[config.mk]
export PLATFORM = sky130hd
export DESIGN_NAME = morse_stream_decoder
export DESIGN_NICKNAME = d
export VERILOG_FILES = /design/src/msd_pkg.sv /design/src/morse_stream_decoder.sv /design/src/msd_front.sv /design/src/msd_queue.sv /design/src/msd_back.sv
export SDC_FILE = /design/constraint.sdc
export NUM_CORES = 1
export LEC_CHECK = 0
export BUFFER_PORTS_ARGS = -buffer_cell sky130_fd_sc_hd__buf_4
export CAP_MARGIN = 20
export CORE_UTILIZATION = 56
export DETAILED_ROUTE_END_ITERATION = 8
export GPL_TIMING_DRIVEN = 0
export PLACE_DENSITY = 0.85
export SLEW_MARGIN = 20
export SYNTH_ARGS = -nofsm -noshare
export SYNTH_HDL_FRONTEND = slang
export SYNTH_SLANG_ARGS = --single-unit
[constraint.sdc]
create_clock -name clk -period 6 [get_ports clk]
set_clock_uncertainty 0.2 [all_clocks]
set_input_delay 0.3 -clock clk [delete_from_list [all_inputs] [get_ports clk]]
set_output_delay 0.3 -clock clk [all_outputs]
set_load 0.02 [all_outputs]
[src/msd_pkg.sv]
// Shared types, constants and decode table for the Morse stream decoder.
package msd_pkg;

  typedef struct packed {
    logic [7:0] in_char;
    logic       end_of_message;
  } in_item_t;

  typedef struct packed {
    logic [7:0] out_char;
    logic       last_of_run;
  } out_item_t;

  typedef struct packed {
    logic [7:0] letter;
    logic       word_gap;
  } cmd_t;

  localparam logic [7:0] CHAR_DOT   = 8'h2E;
  localparam logic [7:0] CHAR_DASH  = 8'h2D;
  localparam logic [7:0] CHAR_SPACE = 8'h20;
  localparam logic [7:0] CHAR_SLASH = 8'h2F;
  localparam logic [7:0] CHAR_NONE  = 8'h00;

  localparam int TABLE_SYMBOLS = 5;
  localparam int QUEUE_DEPTH   = 4;
  localparam int QUEUE_AW      = $clog2(QUEUE_DEPTH);

  localparam logic [7:0] MORSE_LUT [64] = '{
    8'h00, 8'h00,
    "E", "T",
    "I", "A", "N", "M",
    "S", "U", "R", "W", "D", "K", "G", "O",
    "H", "V", "F", 8'h00, "L", 8'h00, "P", "J",
    "B", "X", "C", "Y", "Z", "Q", 8'h00, 8'h00,
    "5", "4", 8'h00, "3", 8'h00, 8'h00, 8'h00, "2",
    8'h00, 8'h00, 8'h00, 8'h00, 8'h00, 8'h00, 8'h00, "1",
    "6", 8'h00, 8'h00, 8'h00, 8'h00, 8'h00, 8'h00, 8'h00,
    "7", 8'h00, 8'h00, 8'h00, "8", 8'h00, "9", "0"
  };

  function automatic logic [7:0] lookup_code(input logic [4:0] bits, input logic [3:0] len,
                                             input logic invalid);
    logic [5:0] top;
    logic [4:0] mask;
    logic [5:0] idx;
    top  = 6'd1 << len[2:0];
    mask = 5'(top - 6'd1);
    idx  = top | {1'b0, bits & mask};
    if (invalid || len == 4'd0 || len > 4'(TABLE_SYMBOLS)) begin
      return CHAR_NONE;
    end
    return MORSE_LUT[idx];
  endfunction

endpackage

[src/morse_stream_decoder.sv]
// Morse stream decoder: one character per transaction in, decoded characters out.
// Each result passes through the command queue and then the registered output stage.
// Throughput: one input per cycle while the queue has room; a slash that ends a letter
// gives two results, sent one after the other while a 4-entry queue absorbs input.
// Reset (rst, synchronous): clears the pending code, the queue and the output stage.
module morse_stream_decoder #(
  parameter int MAX_SYMBOLS = 5
) (
  input  logic               clk,
  input  logic               rst,
  input  logic               in_valid,
  output logic               in_ready,
  input  msd_pkg::in_item_t  in_data,
  output logic               out_valid,
  input  logic               out_ready,
  output msd_pkg::out_item_t out_data
);

  logic          fq_valid, fq_ready, qb_valid, qb_ready;
  msd_pkg::cmd_t fq_data, qb_data;

  msd_front #(.MAX_SYMBOLS(MAX_SYMBOLS)) u_front (
    .clk       (clk),
    .rst       (rst),
    .in_valid  (in_valid),
    .in_ready  (in_ready),
    .in_data   (in_data),
    .cmd_valid (fq_valid),
    .cmd_ready (fq_ready),
    .cmd_data  (fq_data)
  );

  msd_queue u_queue (
    .clk        (clk),
    .rst        (rst),
    .push_valid (fq_valid),
    .push_ready (fq_ready),
    .push_data  (fq_data),
    .pop_valid  (qb_valid),
    .pop_ready  (qb_ready),
    .pop_data   (qb_data)
  );

  msd_back u_back (
    .clk       (clk),
    .rst       (rst),
    .cmd_valid (qb_valid),
    .cmd_ready (qb_ready),
    .cmd_data  (qb_data),
    .out_valid (out_valid),
    .out_ready (out_ready),
    .out_data  (out_data)
  );

endmodule

[src/msd_front.sv]
// Front end: accept characters, track the pending code, issue decode commands.
module msd_front #(
  parameter int MAX_SYMBOLS = 5
) (
  input  logic              clk,
  input  logic              rst,
  input  logic              in_valid,
  output logic              in_ready,
  input  msd_pkg::in_item_t in_data,
  output logic              cmd_valid,
  input  logic              cmd_ready,
  output msd_pkg::cmd_t     cmd_data
);

  localparam int LW = $clog2(MAX_SYMBOLS + 1);

  logic [MAX_SYMBOLS-1:0] code_bits, code_bits_next, sym_bits;
  logic [LW-1:0]          code_length, code_length_next, sym_length;
  logic                   code_invalid, code_invalid_next, sym_invalid;
  logic                   is_sym, is_gap, is_slash, accept;
  logic [7:0]             letter_gap, letter_eom;
  logic [7:0]             cur_bits8, sym_bits8;

  assign is_sym   = (in_data.in_char == msd_pkg::CHAR_DOT) ||
                    (in_data.in_char == msd_pkg::CHAR_DASH);
  assign is_slash = in_data.in_char == msd_pkg::CHAR_SLASH;
  assign is_gap   = (in_data.in_char == msd_pkg::CHAR_SPACE) || is_slash;
  assign in_ready = cmd_ready;
  assign accept   = in_valid && in_ready;

  always_comb begin
    sym_bits    = code_bits;
    sym_length  = code_length;
    sym_invalid = code_invalid;
    priority if (is_sym) begin
      if (code_length >= LW'(MAX_SYMBOLS)) begin
        sym_invalid = 1'b1;
      end else begin
        sym_bits   = {code_bits[MAX_SYMBOLS-2:0],
                      in_data.in_char == msd_pkg::CHAR_DASH};
        sym_length = code_length + LW'(1);
      end
    end else if (is_gap) begin
      sym_bits    = '0;
      sym_length  = '0;
      sym_invalid = 1'b0;
    end else begin
      sym_invalid = 1'b1;
    end
  end

  assign cur_bits8  = 8'(code_bits);
  assign sym_bits8  = 8'(sym_bits);
  assign letter_gap = msd_pkg::lookup_code(cur_bits8[4:0], 4'(code_length), code_invalid);
  assign letter_eom = msd_pkg::lookup_code(sym_bits8[4:0], 4'(sym_length), sym_invalid);

  always_comb begin
    cmd_data.word_gap = is_slash;
    if (is_gap) begin
      cmd_data.letter = letter_gap;
    end else if (in_data.end_of_message) begin
      cmd_data.letter = letter_eom;
    end else begin
      cmd_data.letter = msd_pkg::CHAR_NONE;
    end
    cmd_valid = in_valid && (is_slash || cmd_data.letter != msd_pkg::CHAR_NONE);
  end

  always_comb begin
    code_bits_next    = code_bits;
    code_length_next  = code_length;
    code_invalid_next = code_invalid;
    if (accept) begin
      if (in_data.end_of_message) begin
        code_bits_next    = '0;
        code_length_next  = '0;
        code_invalid_next = 1'b0;
      end else begin
        code_bits_next    = sym_bits;
        code_length_next  = sym_length;
        code_invalid_next = sym_invalid;
      end
    end
  end

  always_ff @(posedge clk) begin
    if (rst) begin
      code_bits    <= '0;
      code_length  <= '0;
      code_invalid <= 1'b0;
    end else begin
      code_bits    <= code_bits_next;
      code_length  <= code_length_next;
      code_invalid <= code_invalid_next;
    end
  end

  a_eom_clears: assert property (@(posedge clk) disable iff (rst)
    accept && in_data.end_of_message |=> code_length == '0 && !code_invalid)
    else $error("pending code not cleared after end of message");

  a_len_bound: assert property (@(posedge clk) disable iff (rst)
    code_length <= LW'(MAX_SYMBOLS))
    else $error("code length out of range");

endmodule

[src/msd_queue.sv]
// Small command queue between front end and output stage.
module msd_queue (
  input  logic          clk,
  input  logic          rst,
  input  logic          push_valid,
  output logic          push_ready,
  input  msd_pkg::cmd_t push_data,
  output logic          pop_valid,
  input  logic          pop_ready,
  output msd_pkg::cmd_t pop_data
);

  msd_pkg::cmd_t                 entries [msd_pkg::QUEUE_DEPTH];
  logic [msd_pkg::QUEUE_AW-1:0]  head, tail;
  logic [msd_pkg::QUEUE_AW:0]    count;
  logic                          do_push, do_pop;

  assign push_ready = count != (msd_pkg::QUEUE_AW+1)'(msd_pkg::QUEUE_DEPTH);
  assign pop_valid  = count != '0;
  assign pop_data   = entries[head];
  assign do_push    = push_valid && push_ready;
  assign do_pop     = pop_valid && pop_ready;

  always_ff @(posedge clk) begin
    if (do_push) begin
      entries[tail] <= push_data;
    end
  end

  always_ff @(posedge clk) begin
    if (rst) begin
      head  <= '0;
      tail  <= '0;
      count <= '0;
    end else begin
      if (do_push) begin
        tail <= tail + (msd_pkg::QUEUE_AW)'(1);
      end
      if (do_pop) begin
        head <= head + (msd_pkg::QUEUE_AW)'(1);
      end
      count <= count + (msd_pkg::QUEUE_AW+1)'(do_push) - (msd_pkg::QUEUE_AW+1)'(do_pop);
    end
  end

  a_count_bound: assert property (@(posedge clk) disable iff (rst)
    count <= (msd_pkg::QUEUE_AW+1)'(msd_pkg::QUEUE_DEPTH))
    else $error("queue count overflow");

  a_ptr_gap: assert property (@(posedge clk) disable iff (rst)
    count != '0 && count != (msd_pkg::QUEUE_AW+1)'(msd_pkg::QUEUE_DEPTH) |->
      tail - head == count[msd_pkg::QUEUE_AW-1:0])
    else $error("queue pointers disagree with count");

endmodule

[src/msd_back.sv]
// Output stage: expand commands into result characters and hold them for the sink.
module msd_back (
  input  logic               clk,
  input  logic               rst,
  input  logic               cmd_valid,
  output logic               cmd_ready,
  input  msd_pkg::cmd_t      cmd_data,
  output logic               out_valid,
  input  logic               out_ready,
  output msd_pkg::out_item_t out_data
);

  logic load, space_pend;

  assign load      = !out_valid || out_ready;
  assign cmd_ready = load && !space_pend;

  always_ff @(posedge clk) begin
    if (load) begin
      if (space_pend || cmd_data.letter == msd_pkg::CHAR_NONE) begin
        out_data <= '{out_char: msd_pkg::CHAR_SPACE, last_of_run: 1'b1};
      end else begin
        out_data <= '{out_char: cmd_data.letter, last_of_run: !cmd_data.word_gap};
      end
    end
  end

  always_ff @(posedge clk) begin
    if (rst) begin
      out_valid  <= 1'b0;
      space_pend <= 1'b0;
    end else if (load) begin
      if (space_pend) begin
        out_valid  <= 1'b1;
        space_pend <= 1'b0;
      end else if (cmd_valid) begin
        out_valid  <= 1'b1;
        space_pend <= cmd_data.word_gap && cmd_data.letter != msd_pkg::CHAR_NONE;
      end else begin
        out_valid  <= 1'b0;
      end
    end
  end

  a_pend_has_out: assert property (@(posedge clk) disable iff (rst)
    space_pend |-> out_valid && !out_data.last_of_run)
    else $error("pending word gap without a held letter");

  a_no_pop_pend: assert property (@(posedge clk) disable iff (rst)
    space_pend |-> !cmd_ready)
    else $error("command taken while word gap pending");

endmodule
# ---- After elaboration in Yosys (flattened, before gate mapping)
# Memory sizes are Yosys's and may differ from the RTL's. A register that Yosys moved wholly into a read port is not among the register bits.
# Index checks and enable logic that the tools add are counted.
dict set report classes {
  order_cmp 5
  addsub 7
  n_reduce_logical 24
  shift 2
  n_mux 32
  n_bitwise 6
  eq_ne 5
}
# operator count
set ops {}
lappend ops {{8-bit 2-to-1 mux} 10}
lappend ops {{8-bit by 6-bit == test with 1-bit output, second input constant} 4}
lappend ops {{5-bit 2-to-1 mux} 4}
lappend ops {{8-bit nonzero test} 2}
lappend ops {{7-bit >= comparator, second input constant} 2}
lappend ops {{6-bit inverter with 7-bit output} 2}
lappend ops {{1-bit 2-to-1 mux} 12}
lappend ops {{3-bit 2-to-1 mux} 4}
lappend ops {{6-bit by 5-bit bitwise OR with 6-bit output} 2}
lappend ops {{1-bit by 3-bit << shifter with 6-bit output, first input constant} 2}
lappend ops {{5-bit AND} 2}
lappend ops {{5-bit by 1-bit subtractor with 5-bit output, second input constant} 2}
lappend ops {{1-bit logical OR} 9}
lappend ops {{8-bit zero test} 1}
lappend ops {{3-bit > comparator, second input constant} 2}
lappend ops {{1-bit logical AND} 6}
lappend ops {{3-bit zero test} 2}
lappend ops {{2-bit by 1-bit adder with 2-bit output, second input constant} 2}
lappend ops {{2-bit 2-to-1 mux} 2}
lappend ops {{3-bit by 1-bit adder with 3-bit output} 1}
lappend ops {{3-bit by 1-bit adder with 3-bit output, second input constant} 1}
lappend ops {{3-bit >= comparator, second input constant} 1}
lappend ops {{1-bit zero test} 3}
lappend ops {{3-bit != test, second input constant} 1}
lappend ops {{other kinds (2)} 2}
dict set report word_totals {
  rom_bits 1024
  ram_bits 36
  mem_count 3
  elab_cells 94
  reg_bits 27
  inputBits 13
}
# memory words word_bits read_ports rd_clocked_by_memory_dff wr line_no
set memory_table {}
lappend memory_table {{(name not given)} 64 8 1 0 0 msd_pkg.sv:53} ;# return MORSE_LUT[idx];
lappend memory_table {{(name not given)} 64 8 1 0 0 msd_pkg.sv:53}
lappend memory_table {u_queue.entries 4 9 1 1 1 msd_queue.sv:13} ;# msd_pkg::cmd_t entries [msd_pkg::QUEUE_DEPTH];

# ---- Logic depth before layout (Yosys ltp)
dict set report depth {
  depth_word 21
  mapped_depth 24
}

# ---- Cells and area by module
# Synthesis repeated with hierarchy kept, for this count alone.
dict set report hier_totals {
  cells_unflattened 455
  area_unflattened_um2 4531.8
}
# module area_per_inst_um2 n_inst seq_area_each_um2 cells_each
set by_module_without_submodules {}
lappend by_module_without_submodules {msd_front 2285.9 1 180.2 327}
lappend by_module_without_submodules {msd_queue 1805.5 1 1261.2 96}
lappend by_module_without_submodules {msd_back 440.4 1 310.3 32}

# ---- Least setup slack after synthesis
# Ideal clock, no wire load.
dict set report synth_timing {
  kind {register to register}
  start {register u_front.code_length[1]}
  end {register u_queue.count[1] (netlist bit)}
  t_arrival_ps 5309
  setup_ps 128
  path_stages_with_launch 22
  required_time_ps 5672
  slack_ps 363
  path_cell_list {dfxtp_1 -> clkbuf_1 -> inv_1 -> ha_1 -> o31ai_1 -> nand2_1 -> a32oi_1 -> buf_2 -> nand3_1 -> ha_1 -> or3_1 -> nand2_1 -> inv_2 -> ha_1 -> a22o_1 -> mux2_2 -> o221a_1 -> o32a_1 -> a41oi_4 -> ha_1 -> fa_1 -> nor2b_1}
}
dict set report synth_between {
  elab_chain_cells 20
  word_cells_on_any_way 45
}
# item line_no
set synth_lines {}
lappend synth_lines {{start, declared} msd_front.sv:18} ;# logic [LW-1:0] code_length, code_length_next, sym_length;
lappend synth_lines {{start signal, assigned} msd_front.sv:93} ;# code_length <= code_length_next;
lappend synth_lines {{3-bit by 1-bit adder with 3-bit output / 3-bit >= comparator (equally long branches)} {msd_front.sv:41, msd_front.sv:36}}
lappend synth_lines {{3-bit 2-to-1 mux} msd_front.sv:36} ;# if (code_length >= LW'(MAX_SYMBOLS)) begin
lappend synth_lines {{3-bit 2-to-1 mux} msd_front.sv:35} ;# priority if (is_sym) begin
lappend synth_lines {{1-bit by 3-bit << shifter with 6-bit output} msd_pkg.sv:47} ;# top = 6'd1 << len[2:0];
lappend synth_lines {{5-bit by 1-bit subtractor with 5-bit output} msd_pkg.sv:48} ;# mask = 5'(top - 6'd1);
lappend synth_lines {{5-bit AND} msd_pkg.sv:49} ;# idx = top | {1'b0, bits & mask};
lappend synth_lines {{6-bit by 5-bit bitwise OR with 6-bit output} msd_pkg.sv:49}
lappend synth_lines {{6-bit inverter with 7-bit output (implied by the code)} msd_pkg.sv:53}
lappend synth_lines {{(+5 left out)} n/a}
lappend synth_lines {{8-bit 2-to-1 mux *} msd_front.sv:59} ;# if (is_gap) begin
lappend synth_lines {{8-bit nonzero test *} msd_front.sv:66} ;# cmd_valid = in_valid && (is_slash || cmd_data.letter != msd_pkg::CHAR_NONE);
lappend synth_lines {{1-bit logical OR *} msd_front.sv:66}
lappend synth_lines {{1-bit logical AND *} msd_front.sv:66}
lappend synth_lines {{1-bit logical AND *} msd_queue.sv:21} ;# assign do_push = push_valid && push_ready;
lappend synth_lines {{net u_queue.do_push} msd_queue.sv:16} ;# logic do_push, do_pop;
lappend synth_lines {{3-bit by 1-bit adder with 3-bit output *} msd_queue.sv:42} ;# count <= count + (msd_pkg::QUEUE_AW+1)'(do_push) - (msd_pkg::QUEUE_AW+1)'(do_pop);
lappend synth_lines {{3-bit by 1-bit subtractor with 3-bit output *} msd_queue.sv:42}
lappend synth_lines {{end signal, assigned} msd_queue.sv:42}
lappend synth_lines {{end, declared} msd_queue.sv:15} ;# logic [msd_pkg::QUEUE_AW:0] count;
# The timed path passes the listed nets; every way through them passes the cells marked *. The select of a mux whose other input is x is not followed.
# A chain may end at the register's enable or synchronous reset.

# ---- Worst setup path in the final report
dict set report layout_timing {
  start {register u_front.code_length[0]}
  end {register u_queue.count[1] (netlist bit)}
}
# Same word-level chain as after synthesis.

==> out/summary.txt <==
status - finished, final reports clean
synth unique cells - 82
Worst Max-Slew Pin Slew - 1.02 ns
core box area - 0.00777 mm2
CTS Root Cell - clkbuf_8
Synth Net Count - 513
simple-gate area share of the yosys netlist - 18.7%
Placer Congestion - 0.970
top-count cell post-synth - nand2_1
TritonCTS clock tree - built
most frequent CP cell - ha_1
max_slew headroom - 30.6%
DP Cell Count - 592
Synthesis Warnings - 0
vias in the first global route - 3677
vias per cell - 6.81
post-synthesis mux area share - 7.12%
antenna-violating nets left - 0
worst skew pair latency - 0.34 ns
post-synthesis cell count - 470
Worst Hold Slack - 0.0332 ns
crit end category - register
dpl hpwl - 8220 um
area leader, netlist - edfxtp_1
H-tree Lvls - 3
Clock transition at path regs - 0.08 ns
Crit path required time - 6.00 ns
Seq/Total Area, Yosys - 35.6%
Min Clock Period, post-route - 5.90 ns
Clock Path Buffers - 2
synthesized cell area - 0.00450 mm2
HP Class - input port to register
number of synthesized flops with an enable pin - 40
routed vias - 4211
final core utilization - 67.0%
Site Rows - 32
Synth Area in Compound Gates - 23.7%
die area - 0.00840 mm2
max-slew violations - 0
Die Span Y - 91.6 um
Overflow after GRT - 0
share of layout cells above drive strength 1 - 21.1%
clk sink count - 60
ranking of synthesized cells by area - edfxtp_1, dfxtp_1, ha_1
final WL - 12100 um
Async SR Flop Fraction - 0%
Yosys reg bits - 60
maximum clock rate - 170 MHz
Finished Layout Cells - 618
Setup CP Type - register to register
Inserted Clock Buffers - 9
initial antenna violation count - 0
fill cell count - 554
top cell type's share of synthesized area - 26.7%
first-pass GRT wire length - 18000 um
ys flop type - edfxtp_1
per-cell routed wire length - 19.6 um
Total GRT Usage - 27.3%
DRC viols - 0
Worst EP arrival - 5.90 ns
CP startpoint kind - register
power per cell area - 216 mW/mm2
leakage - 1.91 nW
VDD IR max - 0.000131 V
MaxCap Viol Count - 0
drt pass-1 iters - 9
number of port buffers - 20
n_diodes - 0
Final nets - 554
Setup-failing EPs final - 0
effective utilization at floorplan - 57.9%
slowest CP cell - or3_4
Post-Synth XOR/XNOR Area - 1.17%
area grow syn2layout - 15.6%
Hold Fails Final Rpt - 0
Adder-Cell Fraction of Synth Area - 8.51%
Post-synth top cells - nand2_1, edfxtp_1, nor2_1, a21oi_1, ha_1
Hold Buf Count CTS - 0
largest family of logic cells by synthesized area - compound AO/OA/AOI/OAI gates
die width - 91.6 um
syn_area_per_cell - 9.58 um2
peak fanout along the critical path - 10
period utilisation layout - 98.3%
Iter 0 DRT Violations - 480
crit-path cells - clkbuf_4, inv_1, ha_1, a22o_1, a32o_1, clkbuf_8, nor2_1, nand2_1, ha_1, or3_4, nand2_4, inv_2, ha_1, a22o_1, mux2_2, o221a_1, o32a_1, a41oi_4, ha_1, fa_1, nor2b_1
slowest stage delay, CP - 0.44 ns
largest net degree at the start of global routing - 14
I/O pin count - 24
[power breakdown]
| part | internal [mW] | switching [mW] |
|---|---|---|
| registers | 0.484 | 0.0172 |
| clock network | 0.184 | 0.161 |
| logic | 0.118 | 0.159 |
[worst max-delay path: cells and delay by family, from the launching register on]
family                   cells  cell delay [ns]
adder cells (fa/ha/maj)      5             1.51
AO/OA/AOI/OAI                6             1.65
multiplexers                 1             0.26
AND/OR/NAND/NOR              5             1.05
buffers and inverters        4             0.63
flip-flops                   1             0.43
[area by class of cell]
class | instances | area (um2) | area share, %
Tap cell | 102 | 128 | 2.45
Timing Repair Buffer | 30 | 225 | 4.33
Clock inverter | 4 | 22.5 | 0.433
Buffer | 25 | 170 | 3.27
Clock buffer | 12 | 166 | 3.20
Sequential cell | 60 | 1610 | 30.9
Inverter | 22 | 82.6 | 1.59
Multi-Input combinational cell | 363 | 2800 | 53.8
[through the flow]
step / cell area (um2) / TNS [ns] / setup WS, ns / power [mW]
floorplan: 4500 / 0 / 0.363 / 0.698
global placement: 4780 / -15.12 / -0.647 / 0.770
detailed placement: 4780 / -19.92 / -0.822 / 0.782
CTS: 5040 / 0 / 0.0330 / 1.12
global route: 5200 / -0.254 / -0.150 / 1.17
finish: 5200 / 0 / 0.103 / 1.12
[layer usage]
metal	routed length, um	global-route usage, %
met5	0	0
met4	513	12.7
met1	5050	38.7
met3	1200	4.81
met2	5360	40.6
[timing repair]
action / in CTS / in global routing
endpoints found under the setup margin: 37 / 35
buffers inserted: 0 / 10
pin swaps: 0 / 6
gates cloned: 0 / 0
gates resized for setup: 17 / 22
[final timing paths]
kind / startpoint / end / slack [ns] / cells after the start
max: u_front.code_length[0]$_SDFFE_PP0P_ / u_queue.count[1]$_SDFF_PP0_ / 0.10 / 21
min: rst / u_queue.tail[1]$_SDFFE_PP0P_ / 0.03 / 3
min reg2reg: u_queue.tail[1]$_SDFFE_PP0P_ / u_queue.tail[1]$_SDFFE_PP0P_ / 0.32 / 2
max reg2reg: u_front.code_length[0]$_SDFFE_PP0P_ / u_queue.count[1]$_SDFF_PP0_ / 0.10 / 21
[sequential cells by signal, summed over array words and instances (netlist names), named ones only]
register              cells
u_queue.entries          32
u_back.out_data           8
u_front.code_bits         5
u_front.code_length       3
u_queue.count             3
u_queue.head              2
u_queue.tail              2
u_back.out_valid          1
u_back.space_pend         1
u_front.code_invalid      1
[cell families after synthesis]
logic type	count (synthesis)
xor+xnor	6
fa+ha+maj	30
simple gates	167
buf+inv	47
mux	20
compound gates	139
flops	60
other cells	1
[cell usage in the layout (no fill, tap or decap), types with 3 or more instances in the layout]
cell,netlist,routed
xnor2_1,4,4
a31oi_1,10,9
clkbuf_1,16,12
a21o_1,3,3
o311ai_0,3,3
nor2_1,38,38
o211ai_1,3,3
mux4_2,9,9
edfxtp_1,40,40
o21ai_0,17,17
inv_1,21,21
a22o_1,4,4
nand3_1,19,19
nor3_1,16,16
nor2b_1,12,12
ha_1,29,29
buf_4,3,34
and2_2,4,4
clkinv_2,0,3
o22ai_1,6,5
nand2b_1,7,7
o311a_1,3,3
a21oi_1,29,28
mux2i_1,8,8
dfxtp_1,20,18
nand2_1,47,45
clkbuf_8,4,14
and2_1,4,4
nor4_1,7,7
a211oi_1,3,3
a22oi_1,8,8
Note: power is estimated with default switching activity, not from simulation.
